**src/jes_pkg.sv**
```systemverilog
// shared types, constants and helper functions of the jacobi eigen solver
package jes_pkg;

   localparam int IDX_W     = 3;
   localparam int VAL_W     = 32;
   localparam int CNT_W     = 16;
   localparam int CX_W      = 40;
   localparam int CZ_W      = 36;
   localparam int CS_W      = 34;
   localparam int MAC_P_W   = VAL_W + CS_W;
   localparam int MAC_ACC_W = MAC_P_W + 2;
   localparam int MAC_SH_W  = MAC_ACC_W - 30;
   localparam int STEP_W    = 5;

   localparam logic [CNT_W-1:0] ITER_RESET = 16'd100;
   localparam logic signed [CZ_W-1:0] PI_Q30 = 36'sd3373259426;
   localparam logic signed [CZ_W-1:0] QUARTER_PI_Q30 = 36'sd843314856;
   localparam logic signed [CX_W-1:0] INV_GAIN_Q30 = 40'sd652032874;
   localparam logic signed [MAC_ACC_W-1:0] HALF_LSB_Q30 = MAC_ACC_W'(64'sd536870912);
   localparam logic signed [MAC_SH_W-1:0] SAT_HI = MAC_SH_W'(32'sh7fffffff);
   localparam logic signed [MAC_SH_W-1:0] SAT_LO = MAC_SH_W'(32'sh80000000);
   localparam logic signed [VAL_W-1:0] ONE_Q16 = 32'sd65536;

   localparam logic KIND_EIGVAL = 1'b0;
   localparam logic KIND_EIGVEC = 1'b1;

   // atan(2^-i) in q30, truncated
   localparam logic [31:0] ATAN_Q30 [32] = '{
      32'd843314856, 32'd497837829, 32'd263043836, 32'd133525158, 32'd67021686,
      32'd33543515, 32'd16775850, 32'd8388437, 32'd4194282, 32'd2097149,
      32'd1048575, 32'd524287, 32'd262143, 32'd131071, 32'd65535, 32'd32767,
      32'd16383, 32'd8191, 32'd4095, 32'd2047, 32'd1023, 32'd511, 32'd255,
      32'd127, 32'd63, 32'd31, 32'd15, 32'd7, 32'd3, 32'd1, 32'd0, 32'd0
   };

   typedef enum logic [4:0] {
      ST_LOAD, ST_INIT, ST_ROT_CHECK, ST_SCAN, ST_SCAN_TAIL,
      ST_RD_PP, ST_RD_QQ, ST_RD_PQ, ST_RD_END, ST_ANGLE, ST_VEC_WAIT,
      ST_ROT_START, ST_ROT_WAIT, ST_EL_RD_U, ST_EL_RD_W, ST_EL_CAP,
      ST_EL_MAC, ST_EL_WAIT, ST_OUT_RD, ST_OUT_LD, ST_OUT_HOLD
   } state_type;

   typedef enum logic [1:0] {
      PH_MAT_COL, PH_MAT_ROW, PH_VEC_COL
   } phase_type;

   typedef enum logic [2:0] {
      MS_UC, MS_WS, MS_WC, MS_NUS, MS_SUMQ, MS_OUTQ
   } mac_step_type;

   typedef struct packed {
      logic start;
      logic vectoring;
   } cordic_cmd_type;

   typedef struct packed {
      logic p_valid;
      logic q_valid;
   } mac_sts_type;

   // round a q30 product sum to q0 and clamp to 32 bits
   function automatic logic signed [VAL_W-1:0] round_sat(
      input logic signed [MAC_ACC_W-1:0] acc);
      logic signed [MAC_ACC_W-1:0] biased;
      logic signed [MAC_SH_W-1:0] shifted;
      biased  = acc + HALF_LSB_Q30;
      shifted = biased[MAC_ACC_W-1:30];
      if (shifted > SAT_HI) return 32'sh7fffffff;
      if (shifted < SAT_LO) return 32'sh80000000;
      return shifted[VAL_W-1:0];
   endfunction

   // magnitude of a signed word
   function automatic logic [VAL_W:0] mag(input logic signed [VAL_W-1:0] v);
      logic signed [VAL_W:0] ext;
      ext = {v[VAL_W-1], v};
      return ext[VAL_W] ? (-ext) : ext;
   endfunction

endpackage

```
**src/jes_mac.sv**
```systemverilog
// one shared multiplier forming u*c + w*s and w*c - u*s with rounding
module jes_mac import jes_pkg::*; (
   input  logic                    clock,
   input  logic                    reset,
   input  logic                    start,
   input  logic signed [VAL_W-1:0] u,
   input  logic signed [VAL_W-1:0] w,
   input  logic signed [CS_W-1:0]  c,
   input  logic signed [CS_W-1:0]  s,
   output mac_sts_type             sts,
   output logic signed [VAL_W-1:0] result
);
   logic                        busy_ff;
   mac_step_type                step_ff, step_in;
   logic signed [MAC_P_W-1:0]   prod_ff;
   logic signed [MAC_ACC_W-1:0] acc_ff;
   logic signed [MAC_ACC_W-1:0] prod_ext;
   logic signed [VAL_W-1:0]     mul_a;
   logic signed [CS_W-1:0]      mul_b;

   // operand select for the current step
   always_comb begin
      mul_a = u;
      mul_b = c;
      unique case (step_ff)
         MS_UC:   begin mul_a = u; mul_b = c;  end
         MS_WS:   begin mul_a = w; mul_b = s;  end
         MS_WC:   begin mul_a = w; mul_b = c;  end
         MS_NUS:  begin mul_a = u; mul_b = -s; end
         default: begin mul_a = u; mul_b = c;  end
      endcase
   end

   // step sequence
   always_comb begin
      unique case (step_ff)
         MS_UC:   step_in = MS_WS;
         MS_WS:   step_in = MS_WC;
         MS_WC:   step_in = MS_NUS;
         MS_NUS:  step_in = MS_SUMQ;
         MS_SUMQ: step_in = MS_OUTQ;
         default: step_in = MS_UC;
      endcase
   end

   always_ff @(posedge clock) begin
      if (reset) begin
         busy_ff <= 1'b0;
         step_ff <= MS_UC;
      end else if (start) begin
         busy_ff <= 1'b1;
         step_ff <= MS_UC;
      end else if (busy_ff) begin
         step_ff <= step_in;
         if (step_ff == MS_OUTQ) begin
            busy_ff <= 1'b0;
         end
      end
   end

   assign prod_ext = {{2{prod_ff[MAC_P_W-1]}}, prod_ff};

   // product register then accumulate
   always_ff @(posedge clock) begin
      if (busy_ff) begin
         prod_ff <= mul_a * mul_b;
         unique case (step_ff)
            MS_WS, MS_NUS:  acc_ff <= prod_ext;
            MS_WC, MS_SUMQ: acc_ff <= acc_ff + prod_ext;
            default:        acc_ff <= acc_ff;
         endcase
      end
   end

   assign sts.p_valid = busy_ff && (step_ff == MS_NUS);
   assign sts.q_valid = busy_ff && (step_ff == MS_OUTQ);
   assign result      = round_sat(acc_ff);
endmodule

```
**config.mk**
```make
export PLATFORM = sky130hd
export DESIGN_NAME = jes_mac
export DESIGN_NICKNAME = d
export VERILOG_FILES = /design/src/jes_pkg.sv /design/src/jes_mac.sv
export SDC_FILE = /design/constraint.sdc
export NUM_CORES = 2
export LEC_CHECK = 0
export ABC_AREA = 1
export BUFFER_PORTS_ARGS = -buffer_cell sky130_fd_sc_hd__buf_2
export CAP_MARGIN = 10
export CELL_PAD_IN_SITES_DETAIL_PLACEMENT = 0
export CELL_PAD_IN_SITES_GLOBAL_PLACEMENT = 2
export CORE_MARGIN = 3
export CORE_UTILIZATION = 36
export DETAILED_ROUTE_END_ITERATION = 10
export PLACE_DENSITY_LB_ADDON = 0.1
export SETUP_SLACK_MARGIN = 0.05
export SLEW_MARGIN = 20
export SYNTH_ARGS = -nofsm -noshare
export SYNTH_HDL_FRONTEND = slang
export SYNTH_SLANG_ARGS = --single-unit
export TNS_END_PERCENT = 1
```
**constraint.sdc**
```tcl
create_clock -name clock -period 8.3 [get_ports clock]
set_clock_uncertainty 0.05 [all_clocks]
set_input_delay 0.415 -clock clock [delete_from_list [all_inputs] [get_ports clock]]
set_output_delay 0.415 -clock clock [all_outputs]
set_load 0.02 [all_outputs]
```
==> reports/summary.md <==
The run finished with clean final reports. The tools report the share of the yosys chip area belonging to registers as 0.07759. The final clock period utilization by the worst path works out to 0.9856. Cell type with the largest total area after synthesis: sky130_fd_sc_hd__fa_1. The tools report the post-layout worst setup margin as 119.7 ps. The Yosys step of the flow raised 0 warnings.

The average via count per standard cell was 4.950; the sum of met3 wire segment lengths after detailed routing was 8861 µm. The area occupied by registers is 4113 µm², and the final period demand of the worst path is 8180 ps. Synthesis handed over a netlist of 6799 instances. The congestion estimate from routability-driven global placement came to 0.9424. Entering global routing, the biggest net connects 74 pins.

For the total global routing track utilization, the log shows 0.2921. Yosys attributes the largest share of cell area to sky130_fd_sc_hd__fa_1 (43%), sky130_fd_sc_hd__inv_1 (11%), sky130_fd_sc_hd__nand2_1 (9.7%), sky130_fd_sc_hd__edfxtp_1 (7.6%), sky130_fd_sc_hd__nor2_1 (6.8%). At the pin with the least slew margin, the transition time is 909.1 ps.

The top flip-flop cell by instance count after synthesis was sky130_fd_sc_hd__edfxtp_1. For the worst flop-to-flop path, the logic depth is 35. The worst register-to-register path begins at step_ff[0]$_SDFFE_PP0P_. The async set-or-reset flop fraction in the synthesized netlist was 0. The final layout contains routed wiring with a total length of 218100 µm. The detailed router placed 47210 vias in this run. Clock latency on the worst-skew pair, taken at its later pin, is 510 ps.

Top layer used by detailed routing: met5. The fraction of final layout cells with drive strength greater than 1 was 0.1863; the instance count along the most critical hold path was 3. The worst setup path is launched from a flip-flop. Global routing finished with a remaining overflow of 0. The worst setup path is of the reg2reg kind. In the final routed layout, each cell accounts on average for 22.87 µm. Averaged over all synthesized cells, the footprint is 7.779 µm². The clock transition at the registers of the reported paths came out at 90 ps. The multi-input combinational cells in the finished layout cover a total of 42930 µm².

The worst hold path class was in2reg. Along the worst path, the maximum fanout reaches 24. The commonest cells after synthesis are sky130_fd_sc_hd__inv_1 (1526), sky130_fd_sc_hd__nand2_1 (1373), sky130_fd_sc_hd__fa_1 (1143), sky130_fd_sc_hd__nor2_1 (961), sky130_fd_sc_hd__nand3_1 (391). Met2 routed wirelength: 104800 µm. The pre-CTS setup slack is -746.9 ps, and the net count after synthesis is 8334.

The number of flops mapped to enable cells by yosys was 134. The detailed router finished its first iteration with 3083 violations. The floorplan step defined a die boundary enclosing 151600 µm². The number of different library cells in the post-synthesis netlist is 53, and the sum of routed wire segments on met1 is 93670 µm. On the worst path, the slowest cell contributes a delay of 580 ps. The number of placement rows was 140; the CTS buffer count was 17.

For this run, the detailed router's first-pass iteration total came to 6. The worst hold path begins at start. The synthesis-stage register bit count works out to 138. For this design, the sink count on the clock tree is 138. The quantity of I/O buffers inserted on ports was 168; the HPWL after detailed placement was 191300 µm. The share of the synthesized area in the top cell type was 0.4326. For the initial antenna violation count, the log shows 2. In this run the horizontal extent of the chip is 389.3 µm.

The H-tree was split into 4 levels. The number of global-route vias before repair was 51090. Counting stages on the worst path, the most repeated cell is sky130_fd_sc_hd__fa_1. The tools report the endpoint of the worst-slack reg-to-reg timing path as prod_ff[55]$_DFFE_PP_. The logs give 0.3629 for the effective utilization at floorplan and 0 for the number of remaining DRC errors. The run gives 0 as the number of nets still failing antenna checks after routing. For this design the top-level I/O count stands at 169. The total negative slack for setup checks is 0 ps.

Counting the fill cells in the layout gives 15150. The hold violation total from the final report was 0. Setup violations remaining at the end of the flow were counted as 0.

The placeable core area is 145700 µm². The worst hold path terminates at busy_ff$_SDFF_PP0_. The most instantiated library cell after synthesis was sky130_fd_sc_hd__inv_1.

For the maximum clock frequency, the log shows 122.2 MHz. The signed area change from the synthesized netlist to the final layout was 21.31%. Setup repair after global routing could not meet its margin everywhere. TritonCTS built the clock tree. The first global-routing pass estimated 327000 µm of wire. Measured along the y axis, the die boundary spans 389.3 µm. The count of max-cap constraint violations is 0. The logs give 120 ps for the setup slack on the worst flop-to-flop path and 8350 ps for the arrival time at the worst endpoint.

The worst setup path is captured at a flip-flop. Summed instance area of the synthesized netlist: 52890 µm². CTS placed an instance of sky130_fd_sc_hd__clkbuf_16 at the clock tree root. The net count of the finished layout came out at 9141.

Data on the critical path is required at its endpoint by 8470 ps. For the final max-slew violation count, the log shows 0. The clock passes through at most 2 buffers. The worst-path cell with the longest stage delay is sky130_fd_sc_hd__fa_1. The normalized max-slew margin is 0.3940.
how the worst max path moves through the flow:
stage | from | end | slack, ps
global route | step_ff[0]$_SDFFE_PP0P_ | prod_ff[55]$_DFFE_PP_ | -160
detailed placement | s[1] | prod_ff[43]$_DFFE_PP_ | -750
floorplan | s[1] | prod_ff[65]$_DFFE_PP_ | 60
CTS | step_ff[0]$_SDFFE_PP0P_ | prod_ff[43]$_DFFE_PP_ | 40
finish | step_ff[0]$_SDFFE_PP0P_ | prod_ff[55]$_DFFE_PP_ | 120
global placement | s[1] | prod_ff[43]$_DFFE_PP_ | -630
registers in the layout, summed over array words and instances (netlist names):
name,cells
prod_ff,66
step_ff,3
acc_ff,68
busy_ff,1
layer usage:
metal	vias up	track usage
li1	21760	-
met1	23960	0.3799
met2	1162	0.5000
met3	317	0.02806
met4	2	0.1185
met5	-	0
critical path: cells and delay by family (launching register included):
family / cells / cell delay [ps]
simple gates: 12 / 1620
buf+inv: 14 / 1480
fa+ha+maj: 9 / 4360
flops: 1 / 330
cell usage in the layout, fill, tap and decap left out, types with 15 or more instances in the layout:
cell type,synthesis,final
sky130_fd_sc_hd__o21bai_1,30,23
sky130_fd_sc_hd__a21oi_2,0,27
sky130_fd_sc_hd__o21ai_4,4,15
sky130_fd_sc_hd__buf_12,2,72
sky130_fd_sc_hd__xnor2_1,43,43
sky130_fd_sc_hd__o21ai_1,7,31
sky130_fd_sc_hd__fa_2,0,34
sky130_fd_sc_hd__buf_4,11,740
sky130_fd_sc_hd__inv_2,36,47
sky130_fd_sc_hd__nor3_1,32,26
sky130_fd_sc_hd__clkbuf_16,0,18
sky130_fd_sc_hd__edfxtp_1,134,134
sky130_fd_sc_hd__nor2_1,961,903
sky130_fd_sc_hd__inv_1,1526,1509
sky130_fd_sc_hd__or2_2,33,33
sky130_fd_sc_hd__nand4_1,44,44
sky130_fd_sc_hd__ha_4,0,24
sky130_fd_sc_hd__xor2_1,85,81
sky130_fd_sc_hd__nor2_4,12,18
sky130_fd_sc_hd__nor2_2,8,60
sky130_fd_sc_hd__buf_2,116,168
sky130_fd_sc_hd__nand3b_1,20,20
sky130_fd_sc_hd__nand3_1,391,382
sky130_fd_sc_hd__ha_1,257,226
sky130_fd_sc_hd__fa_1,1143,1109
sky130_fd_sc_hd__nand2_1,1373,1358
sky130_fd_sc_hd__a21oi_1,198,170
sky130_fd_sc_hd__o21ai_2,31,23
sky130_fd_sc_hd__o21ai_0,111,84
sky130_fd_sc_hd__nand2_2,18,31
final cells by class:
class / count / share of cell area
Clock buffer: 18 / 0.006689
Inverter: 1570 / 0.09251
Clock inverter: 13 / 0.003354
Multi-Input combinational cell: 4878 / 0.6691
Sequential cell: 138 / 0.06410
Tap cell: 1917 / 0.03738
Antenna cell: 1 / 0.00003900
Timing Repair Buffer: 1001 / 0.1268
what timing repair did:
item                       CTS  global route
setup buffers                8            28
hold buffers                 1             0
gates resized for setup     61           249
setup endpoints to repair   44            46
pin swaps                    6            47
gates cloned                 3             2
hold endpoints to repair     1             0
logic make-up (layout without fill, tap and decap cells):
group,Yosys count,count (layout),synth area share
AND/OR/NAND/NOR,2928,2930,0.2289
buffers and inverters,1785,2602,0.1323
adder cells (fa/ha/maj),1400,1400,0.4934
AO/OA/AOI/OAI,418,418,0.04606
flip-flops,138,138,0.07759
XOR/XNOR,128,128,0.02120
multiplexers,2,2,0.0005205
other,0,1,0
stage by stage:
step                      hold slack, ps    util  instances  area, µm²
after floorplan                    419.0       -       6799      52910
after global placement             486.9  0.4246       9462      61880
after detailed placement           496.4  0.4246       9462      61880
after CTS                          58.05  0.4319       9505      62950
after global routing               90.17  0.4402       9535      64160
final                              93.57  0.4402       9536      64160
Power is left out: the tool's default activity adds up to more than one toggle a clock period on the data nets, which glitch-free logic cannot reach.
