===== config.mk =====
export PLATFORM = sky130hd
export DESIGN_NAME = jes_ram
export DESIGN_NICKNAME = d
export VERILOG_FILES = /design/src/jes_ram.sv
export SDC_FILE = /design/constraint.sdc
export NUM_CORES = 1
export LEC_CHECK = 0
export BUFFER_PORTS_ARGS = -buffer_cell sky130_fd_sc_hd__buf_4
export CORE_ASPECT_RATIO = 0.5
export CORE_MARGIN = 2
export CORE_UTILIZATION = 60
export CTS_BUF_LIST = sky130_fd_sc_hd__clkbuf_4 sky130_fd_sc_hd__clkbuf_8
export CTS_CLUSTER_SIZE = 10
export DETAILED_ROUTE_END_ITERATION = 8
export HOLD_SLACK_MARGIN = 0.08
export PLACE_DENSITY_LB_ADDON = 0.08
export SLEW_MARGIN = 30
export SYNTH_ARGS = -nofsm -noshare
export SYNTH_HDL_FRONTEND = slang
export SYNTH_SLANG_ARGS = --single-unit
export TNS_END_PERCENT = 50

===== constraint.sdc =====
create_clock -name clock -period 4.9 [get_ports clock]
set_input_delay 0.98 -clock clock [delete_from_list [all_inputs] [get_ports clock]]
set_output_delay 0.98 -clock clock [all_outputs]
set_load 0.05 [all_outputs]

===== src/jes_ram.sv =====
// generic single write port ram with registered read
module jes_ram #(
   parameter int WIDTH = 32,
   parameter int DEPTH = 16
) (
   input  logic                     clock,
   input  logic                     wr_en,
   input  logic [$clog2(DEPTH)-1:0] wr_addr,
   input  logic [WIDTH-1:0]         wr_data,
   input  logic [$clog2(DEPTH)-1:0] rd_addr,
   output logic [WIDTH-1:0]         rd_data
);
   logic [WIDTH-1:0] mem_ff [DEPTH];
   logic [WIDTH-1:0] rd_data_ff;

   always_ff @(posedge clock) begin
      if (wr_en) begin
         mem_ff[wr_addr] <= wr_data;
      end
      rd_data_ff <= mem_ff[rd_addr];
   end

   assign rd_data = rd_data_ff;
endmodule


==> summary.md, run 1 <==
| Metric | Value |
|---|---|
| Share of layout cells above drive strength 1 | 0.3551 |
| Yosys reg bits | 544 |
| Adder-cell share of the synthesized area | 0 |
| Post-layout instance area | 0.02253 sq mm |
| Initial antenna violation count | 0 |
| TNS Setup | 0 ns |
| Startpoint types | input pin |
| Yosys cell types | 18 |
| Register Area | 0.01602 sq mm |
| CTS tree | yes |
| Max Freq | 0.4078 GHz |
| Seq/Total Area, Yosys | 0.8067 |
| Worst slew margin | 0.4074 |
| Static Leakage | 7.284 nW |
| Vias in the first global route | 9513 |
| CP arrival | 2.73 ns |
| Initial drt markers | 1072 |
| Final hold viol count | 0 |
| Root Buffer | clkbuf_8 |
| Filler cell count | 2009 |
| Setup violators final | 0 |
| Pre-CTS setup slack | 1.787 ns |
| DIE WIDTH | 261.3 microns |
| RePlAce Congestion | 0.7161 |
| First-pass GRT wire length | 60940 microns |
| Mux share of post-synthesis cell area | 0.1452 |
| Critical path type | input pin to register |
| 1st-pass router iterations | 5 |
| Maxcap violations | 0 |
| Post-DR wirelength/cell | 28.00 microns |
| Clock Latency Late Sink | 0.63 ns |
| Yosys top cell by area | edfxtp_1 |
| Clock sinks | 544 |
| RSZ-0062 raised after global routing | false |
| DRT Wirelength | 41040 microns |
| Initial Util | 0.6050 |
| Inserted Diodes | 0 |
| Mapped Area | 0.01985 sq mm |
| Post-CTS Setup Inserts | 0 |
| Total gr overflow | 0 |
| Simple-gate share of the synthesized area | 0.01273 |
| H-Tree Depth | 3 |
| Post-Syn Area per Cell | 23.69 sq um |
| Syn Nets | 880 |
| Largest net degree at the start of global routing | 59 |
| Peak VDD IR | 0.2378 mV |
| Cts bufs inserted | 72 |
| Clock-pin slew on the worst setup and hold paths | 0.07 ns |
| Area of the multi-input gates | 0.003751 sq mm |
| Total GRT Usage | 0.2495 |
| Number of routed nets with antenna violations | 0 |
| Post-CTS sizing | 0 |
| Row Count | 47 |
| Max Root-Sink Buffers | 3 |
| Status | complete, no violations |
| Main combinational cell family by area after synthesis | multiplexers |
| Synth top area cells | edfxtp_1, mux4_2, dfxtp_1 |
| Core ar. | 0.03281 sq mm |
| Worst slew pin tran | 0.8867 ns |
| PwrDens | 404.7 mW/mm^2 |
| CP required | 5.18 ns |
| CP endpoint kind | register |
| Hold_buf cts | 0 |
| Drc violations | 0 |
| Placed cell area | 0.02113 sq mm |
| Final min period | 2.452 ns |
| Vias per Instance | 6.315 |
| Die area | 0.03465 sq mm |
| Final Cycle Share | 0.5004 |
| Post-synthesis compound-gate area fraction | 0.02420 |
| Area Growth Syn to Fin | 13.49% |
| Top-area cell type share of the netlist area | 0.7744 |
| Hold crit path type | input pin to register |
| Fin worst setup slack | 2.448 ns |
| Yosys warning count | 0 |
| Post-Synth XOR/XNOR Area | 0 |
| Max Slew Vio Count | 0 |
| Via count | 9258 |
| Skew final | 0.02160 ns |
| Port Buffers | 73 |
| CP Max Fanout | 17 |
| NumNets Final | 1012 |
| Boundary pin count | 74 |
| Die Y | 132.6 microns |
| DPL Wire Length | 22160 microns |
| Synth Instances | 838 |
## cell families after synthesis
logic type,count (synthesis)
AOI/OAI and AO/OA,64
buffers and inverters,43
DFF,544
muxes,128
and+or+nand+nor,59
## synth_stat cells
cell type    n
dfxtp_1     32
mux4_2     128
nor3_1       4
buf_4       11
edfxtp_1   512
clkbuf_1    17
buf_2        4
nand3_1      1
nand2b_1     2
nand2_1     33
or3b_2       1
nand3b_1     2
a22oi_1     64
nor2_1      13
nor2b_1      2
buf_1        9
buf_6        2
and2_1       1
## metrics by stage
| stage | utilization | instances | hold WS [ns] | total power, W |
|---|---|---|---|---|
| after global routing | 0.6866 | 1466 | 0.6246 | 0.009426 |
| after floorplan | - | 838 | 0.6349 | 0.005684 |
| after global placement | 0.6430 | 1336 | 0.6552 | 0.005900 |
| final | 0.6866 | 1466 | 0.6393 | 0.009119 |
| after detailed placement | 0.6439 | 1337 | 0.6559 | 0.005916 |
| after CTS | 0.6866 | 1466 | 0.6054 | 0.009197 |
## cell usage in the layout (no fill, tap or decap)
cell	count
nor2_4	13
nand2b_1	2
buf_12	2
nand3_1	1
and2_4	1
buf_16	1
nand3b_1	2
clkinv_2	5
clkinvlp_4	3
clkbuf_4	28
edfxtp_1	512
or3b_2	1
a22oi_1	64
nor2b_4	2
dfxtp_1	32
clkbuf_8	78
buf_4	97
nand2_1	33
mux4_2	128
nor3_2	4
bufinv_16	1
clkinv_1	15
## worst paths after layout
path | to | depth (start not counted) | slack, ns | from
min reg2reg | rd_data[31] | 3 | 0.66 | mem_ff[7][31]
min | mem_ff[9][12] | 1 | 0.64 | wr_data[12]
max | mem_ff[2][14] | 4 | 2.45 | wr_addr[2]
max reg2reg | rd_data[4] | 3 | 3.49 | mem_ff[1][4]
## registers in the layout, summed over array words and instances, names as in the netlist
name / count
mem_ff: 512
rd_data: 32
## metal layers
layer | GRT usage | vias up | part of all wire
met2 | 0.3538 | 400 | 0.45
met1 | 0.3962 | 4963 | 0.45
met3 | 0.06628 | 55 | 0.084
met4 | 0.06092 | 0 | 0.016
met5 | 0 | - | 0
li1 | - | 3840 | -
## area by class of cell
type,instances,area share
tap,441,0.02449
timing repair buffer,101,0.03593
clock inverter,24,0.005942
clock buffer,105,0.05636
multi-input combinational,251,0.1665
sequential,544,0.7108
## worst max-delay path: stages
cell	delay, ns
buf_4	0.12
or3b_2	0.59
nor2_4	0.56
buf_4	0.46
## power by group
group	leakage (nW)	switching [W]	internal (W)	total [W]
clock	0.740	0.00159	0.00172	0.00331
sequential	4.89	0.0000328	0.00520	0.00523
combinational	1.65	0.000363	0.000214	0.000578
total	7.28	0.00199	0.00713	0.00912
No activity file was read; power rests on OpenSTA's default activity.
==> inputs of run 2 (changes only) <==
--- a/config.mk
+++ b/config.mk
@@ -5,6 +5,7 @@
 export SDC_FILE = /design/constraint.sdc
 export NUM_CORES = 1
 export LEC_CHECK = 0
+export ABC_AREA = 1
 export BUFFER_PORTS_ARGS = -buffer_cell sky130_fd_sc_hd__buf_4
 export CORE_ASPECT_RATIO = 0.5
 export CORE_MARGIN = 2
==> constraint.sdc (replaced) <==
create_clock -name clock -period 2.55 [get_ports clock]
set_input_delay 0.51 -clock clock [delete_from_list [all_inputs] [get_ports clock]]
set_output_delay 0.51 -clock clock [all_outputs]
set_load 0.05 [all_outputs]
==> run 2 against run 1 <==
Effect of this change: cell count increased by 89%; global-route usage is 1.3 points higher; clock power increased by 110%; flip-flop and latch count unchanged; critical path type is now register to output port; highest routed layer unchanged.
==> summary.md, run 2 <==
| Metric | Value |
|---|---|
| CP endpoint kind | output port |
| Post-synth EDFFs | 512 |
| Static Leakage | 10.96 nW |
| Peak VDD IR | 0.4309 mV |
| Syn Nets | 2162 |
| Max Slew Vio Count | 0 |
| Worst slew margin | 0.5388 |
| First-pass GRT wire length | 77920 microns |
| Switching share of power | 0.2339 |
| Root Buffer | clkbuf_8 |
| Buf/Inv on CP | 1 |
| Row Count | 50 |
| Vias per Instance | 5.254 |
| PwrDens | 718.5 mW/mm^2 |
| CTS tree | yes |
| Core ar. | 0.03735 sq mm |
| Final min period | 1.724 ns |
| 1st-pass router iterations | 6 |
| CP delay by family, top | flip-flops |
| Post-CTS Setup Inserts | 0 |
| Total GRT Usage | 0.2624 |
| Yosys cell types | 15 |
| Critical Path Max Stage Delay | 0.36 ns |
| Clock sinks | 544 |
| Initial drt markers | 1340 |
| Hold crit path type | input pin to register |
| Ys async rst share | 0 |
| Share of layout cells above drive strength 1 | 0.1176 |
| NumNets Final | 2254 |
| Most frequent cells in the layout | nand2_1, edfxtp_1, inv_1 |
| Final hold viol count | 0 |
| Initial Util | 0.6086 |
| Setup violators final | 0 |
| Top cells by count, synth | nand2_1, edfxtp_1, inv_1 |
| Internal power | 0.01403 W |
| CP arrival | 1.21 ns |
| Boundary pin count | 74 |
| RePlAce Congestion | 0.7634 |
| Slowest-stage cell, CP | dfxtp_1 |
| Gate power share | 0.077 |
| Vias in the first global route | 13810 |
| Max Root-Sink Buffers | 3 |
| CP required | 2.04 ns |
| Post-layout instance area | 0.02549 sq mm |
| TNS Setup | 0 ns |
| Number of routed nets with antenna violations | 0 |
| Clock-pin slew on the worst setup and hold paths | 0.06 ns |
| Inserted Diodes | 0 |
| Seq/Total Area, Yosys | 0.7046 |
| Drc violations | 0 |
| Ys flop type | edfxtp_1 |
| Post-CTS sizing | 0 |
| Worst slew pin tran | 0.6918 ns |
| Mapped Area | 0.02273 sq mm |
| Most common cell after layout, fill and taps aside | nand2_1 |
| Startpoint types | register |
| Post-Syn Area per Cell | 10.72 sq um |
| Clk pwr share | 0.375 |
| Critical path type | register to output port |
| Post-DR wirelength/cell | 18.20 microns |
| Yosys reg bits | 544 |
| Initial antenna violation count | 0 |
| Crit-path cells | buf_4 |
| Area Growth Syn to Fin | 12.13% |
| Cts bufs inserted | 76 |
| DPL Wire Length | 26810 microns |
| Register Area | 0.01602 sq mm |
| CP Max Fanout | 1 |
| Total gr overflow | 0 |
| DRT Wirelength | 50300 microns |
| Skew final | 0.01833 ns |
| Hold_buf cts | 0 |
| Yosys warning count | 0 |
| Clock Latency Late Sink | 0.64 ns |
| Die area | 0.03955 sq mm |
| Yosys top cell by area | edfxtp_1 |
| Area of the multi-input gates | 0.004667 sq mm |
| Seq pwr share | 0.548 |
| Reg with most FFs | mem_ff |
| H-Tree Depth | 3 |
| RSZ-0062 raised after global routing | false |
| Largest net degree at the start of global routing | 129 |
| Max reg flops | 512 |
| Placed cell area | 0.02395 sq mm |
| Via count | 14520 |
| Filler cell count | 2794 |
| Sw Pwr | 0.004283 W |
| Final Cycle Share | 0.6759 |
| DIE WIDTH | 279.3 microns |
| Port Buffers | 73 |
| Most frequent cell after synthesis | nand2_1 |
| Die Y | 141.6 microns |
| Maxcap violations | 0 |
| Status | complete, no violations |
| Top-area cell type share of the netlist area | 0.6764 |
| Synth Instances | 2120 |
| Synth top area cells | edfxtp_1, nand2_1, nand3_1 |
| Max Freq | 0.5802 GHz |
| R2R setup slack | 1.51 ns |
==> run 2: cell count changes in the layout (fill, tap and decap cells not counted), moves of 3 or more <==
cell and delta:
clkinv_2 +3, clkinv_1 -7, buf_12 +20, nor3_2 -4, nand2_1 +644, mux4_2 -128
a22oi_1 -64, nand3_1 +384, nor2_4 +3, clkbuf_8 +13, inv_1 +386
==> run 2: final timing paths <==
| kind | startpoint | end | cells after the start |
|---|---|---|---|
| max | rd_data[30] | rd_data[30] | 1 |
| min | wr_data[17] | mem_ff[5][17] | 1 |
| max reg2reg | mem_ff[15][15] | rd_data[15] | 6 |
| min reg2reg | mem_ff[10][17] | rd_data[17] | 6 |
==> run 2: area by class of cell <==
class | instances | share of cell area
Multi-Input combinational cell | 1081 | 0.1831
Timing Repair Buffer | 119 | 0.04610
Tap cell | 494 | 0.02425
Sequential cell | 544 | 0.6284
Clock inverter | 16 | 0.002896
Inverter | 390 | 0.05783
Clock buffer | 120 | 0.05744
==> run 2: power groups by stage <==
stage | clock (W) | combinational [W] | sequential [W]
2_1_floorplan | 0 | 0.000682 | 0.0104
3_3_place_gp | 0 | 0.00140 | 0.0102
3_5_place_dp | 0 | 0.00141 | 0.0102
4_1_cts | 0.00695 | 0.00141 | 0.0100
5_1_grt | 0.00734 | 0.00154 | 0.0101
6_report | 0.00686 | 0.00141 | 0.0100
==> run 2: through the flow <==
stage | setup WS (ns) | hold slack [ns] | total power, W | cells | util
after floorplan | 0.04730 | 0.6074 | 0.01112 | 2120 | -
after global placement | 0.5616 | 0.6333 | 0.01163 | 2628 | 0.6412
after detailed placement | 0.5436 | 0.6468 | 0.01165 | 2628 | 0.6412
after CTS | 0.7858 | 0.1392 | 0.01841 | 2764 | 0.6824
after global routing | 0.7752 | 0.1395 | 0.01894 | 2764 | 0.6824
final | 0.8265 | 0.1622 | 0.01831 | 2764 | 0.6824
==> run 2: kinds of logic after synthesis <==
| kind of cell | count (synthesis) | share of synthesized area |
|---|---|---|
| flip-flops | 544 | 0.7046 |
| AND/OR/NAND/NOR | 1081 | 0.2000 |
| buffers and inverters | 495 | 0.09539 |
==> run 2: metal layers <==
metal  part of all wire  track usage  wire (microns)
met5                  0            0               0
met2               0.47       0.4216           23650
met3              0.071      0.05319            3548
met4              0.019      0.07102             944
met1               0.44       0.3707           22160
==> inputs of run 3 (changes only) <==
--- a/config.mk
+++ b/config.mk
@@ -5,7 +5,7 @@
 export SDC_FILE = /design/constraint.sdc
 export NUM_CORES = 1
 export LEC_CHECK = 0
-export ABC_AREA = 1
+export ABC_AREA = 0
 export BUFFER_PORTS_ARGS = -buffer_cell sky130_fd_sc_hd__buf_4
 export CORE_ASPECT_RATIO = 0.5
 export CORE_MARGIN = 2
==> constraint.sdc (replaced) <==
create_clock -name clock -period 1.7 [get_ports clock]
set_input_delay 0.34 -clock clock [delete_from_list [all_inputs] [get_ports clock]]
set_output_delay 0.34 -clock clock [all_outputs]
set_load 0.05 [all_outputs]
==> run 3 against run 2 <==
Effect of this change: utilization grew 4.4 points; routed wire length fell by 15%; register-to-register slack worse by 1.1 ns; global-route usage fell by 0.078 points; sequential power up 51%; design area decreased by 6.5%; highest routed layer unchanged; cell count down 43%.
==> summary.md, run 3 (synthesis gave the netlist of run 1 again) <==
| Metric | Value |
|---|---|
| RSZ-0062 raised after global routing | false |
| Largest net degree at the start of global routing | 33 |
| Reg with most FFs | mem_ff |
| Root Buffer | clkbuf_8 |
| Post-DR wirelength/cell | 27.49 microns |
| Critical path type | register to output port |
| Post-layout instance area | 0.02384 sq mm |
| Share of layout cells above drive strength 1 | 0.3800 |
| Vias in the first global route | 10090 |
| Clock Latency Late Sink | 0.61 ns |
| Die Y | 132.6 microns |
| Clock-pin slew on the worst setup and hold paths | 0.07 ns |
| CTS tree | yes |
| Placed cell area | 0.02210 sq mm |
| Status | complete, no violations |
| DIE WIDTH | 261.3 microns |
| Total gr overflow | 0 |
| Gate power share | 0.072 |
| Static Leakage | 7.872 nW |
| Slowest-stage cell, CP | dfxtp_1 |
| Buf/Inv on CP | 1 |
| CP arrival | 1.24 ns |
| Layout Cells excl Fill | 1562 |
| Area Growth Syn to Fin | 20.05% |
| Switching share of power | 0.2210 |
| DPL Wire Length | 24060 microns |
| Row Count | 47 |
| Crit-path cells | buf_4 |
| Most common cell after layout, fill and taps aside | edfxtp_1 |
| Cts bufs inserted | 73 |
| 1st-pass router iterations | 5 |
| PwrDens | 1113 mW/mm^2 |
| Skew final | 0.01694 ns |
| Max Freq | 0.6329 GHz |
| Final min period | 1.580 ns |
| Final Cycle Share | 0.9294 |
| Die area | 0.03465 sq mm |
| Most frequent cells in the layout | edfxtp_1, mux4_2, buf_4 |
| Initial Util | 0.6050 |
| First-pass GRT wire length | 63830 microns |
| Startpoint types | register |
| Worst slew margin | 0.7413 |
| Initial antenna violation count | 0 |
| Vias per Instance | 6.174 |
| Maxcap violations | 0 |
| Total GRT Usage | 0.2616 |
| Number of routed nets with antenna violations | 0 |
| Critical Path Max Stage Delay | 0.40 ns |
| Clock sinks | 544 |
| Worst slew pin tran | 0.3872 ns |
| RePlAce Congestion | 0.7601 |
| Peak VDD IR | 0.8102 mV |
| Port Buffers | 73 |
| H-Tree Depth | 3 |
| Initial drt markers | 1080 |
| Boundary pin count | 74 |
| Hold crit path type | input pin to register |
| Hold depth | 5 |
| Seq pwr share | 0.569 |
| Setup violators final | 0 |
| Max Root-Sink Buffers | 3 |
| Cells on worst reg2reg path | 3 |
| Max Slew Vio Count | 0 |
| Internal power | 0.02066 W |
| CP delay by family, top | flip-flops |
| Via count | 9644 |
| Sw Pwr | 0.005863 W |
| DRT Wirelength | 42940 microns |
| Inserted Diodes | 0 |
| Drc violations | 0 |
| CP endpoint kind | output port |
| Overall power | 0.02653 W |
| Worst path depth | 1 |
| Inst Count DP | 1397 |
| CP required | 1.36 ns |
| CP Max Fanout | 1 |
| Core ar. | 0.03281 sq mm |
| NumNets Final | 1105 |
| Final hold viol count | 0 |
| Clk pwr share | 0.359 |
| Max reg flops | 512 |
-- run 3: changes by cell type in the layout (fill, tap and decap cells not counted), moves of 3 or more --
cell,previous run,this run
buf_4,96,118
mux4_2,0,128
nand3_1,385,0
clkbuf_4,30,22
dlygate4sd3_1,0,32
nor3_4,0,4
buf_12,22,42
clkinvlp_4,1,4
inv_1,386,0
nand2_1,677,33
clkbuf_8,91,82
nor2_4,16,13
a22oi_1,0,64
clkinv_1,8,18
-- run 3: power groups by stage --
stage	Combinational [W]	Sequential (W)	Clock [W]
2_1_floorplan	0.000734	0.0157	0
3_3_place_gp	0.00183	0.0154	0
3_5_place_dp	0.00187	0.0154	0
4_1_cts	0.00193	0.0151	0.00970
5_1_grt	0.00202	0.0151	0.0103
6_report	0.00192	0.0151	0.00953
-- run 3: worst paths after layout --
kind	endpoint	slack, ns	startpoint
setup / recovery	rd_data[20]	0.12	rd_data[20]
hold reg to reg	rd_data[8]	0.67	mem_ff[12][8]
setup reg to reg	rd_data[30]	0.38	mem_ff[3][30]
hold / removal	rd_data[21]	0.36	rd_addr[3]
-- run 3: final cells by class --
type,count,area (sq um)
clock buffers,103,1280
multi-input cells,251,3790
flip-flops and latches,544,16020
repair buffers,193,2061
fillers,1922,8979
clock inverters,30,137.6
well taps,441,551.8
-- run 3: stage by stage --
stage          worst slack [ns]  setup TNS [ns]  utilization  hold WS [ns]
4_1_cts                 0.07664               0       0.7264        0.3124
2_1_floorplan           -0.3492          -74.89            -        0.4389
6_report                 0.1201               0       0.7264        0.3566
5_1_grt                 0.06851               0       0.7264        0.3446
3_5_place_dp            -0.1032          -11.24       0.6734        0.6410
3_3_place_gp            -0.1066          -9.421       0.6734        0.6288
-- run 3: timing repair --
action | CTS | global route
endpoints found under the hold margin | 512 | 0
resized for setup | 0 | 0
hold buffers | 32 | 0
setup buffers | 0 | 0
-- run 3: routing by layer --
metal  vias to the layer above  part of all wire  GRT usage
met4                         0             0.016    0.06061
met5                         -                 0          0
li1                       4033                 -          -
met3                        58             0.075    0.05096
met1                      5115              0.43     0.4039
met2                       438              0.48     0.3979
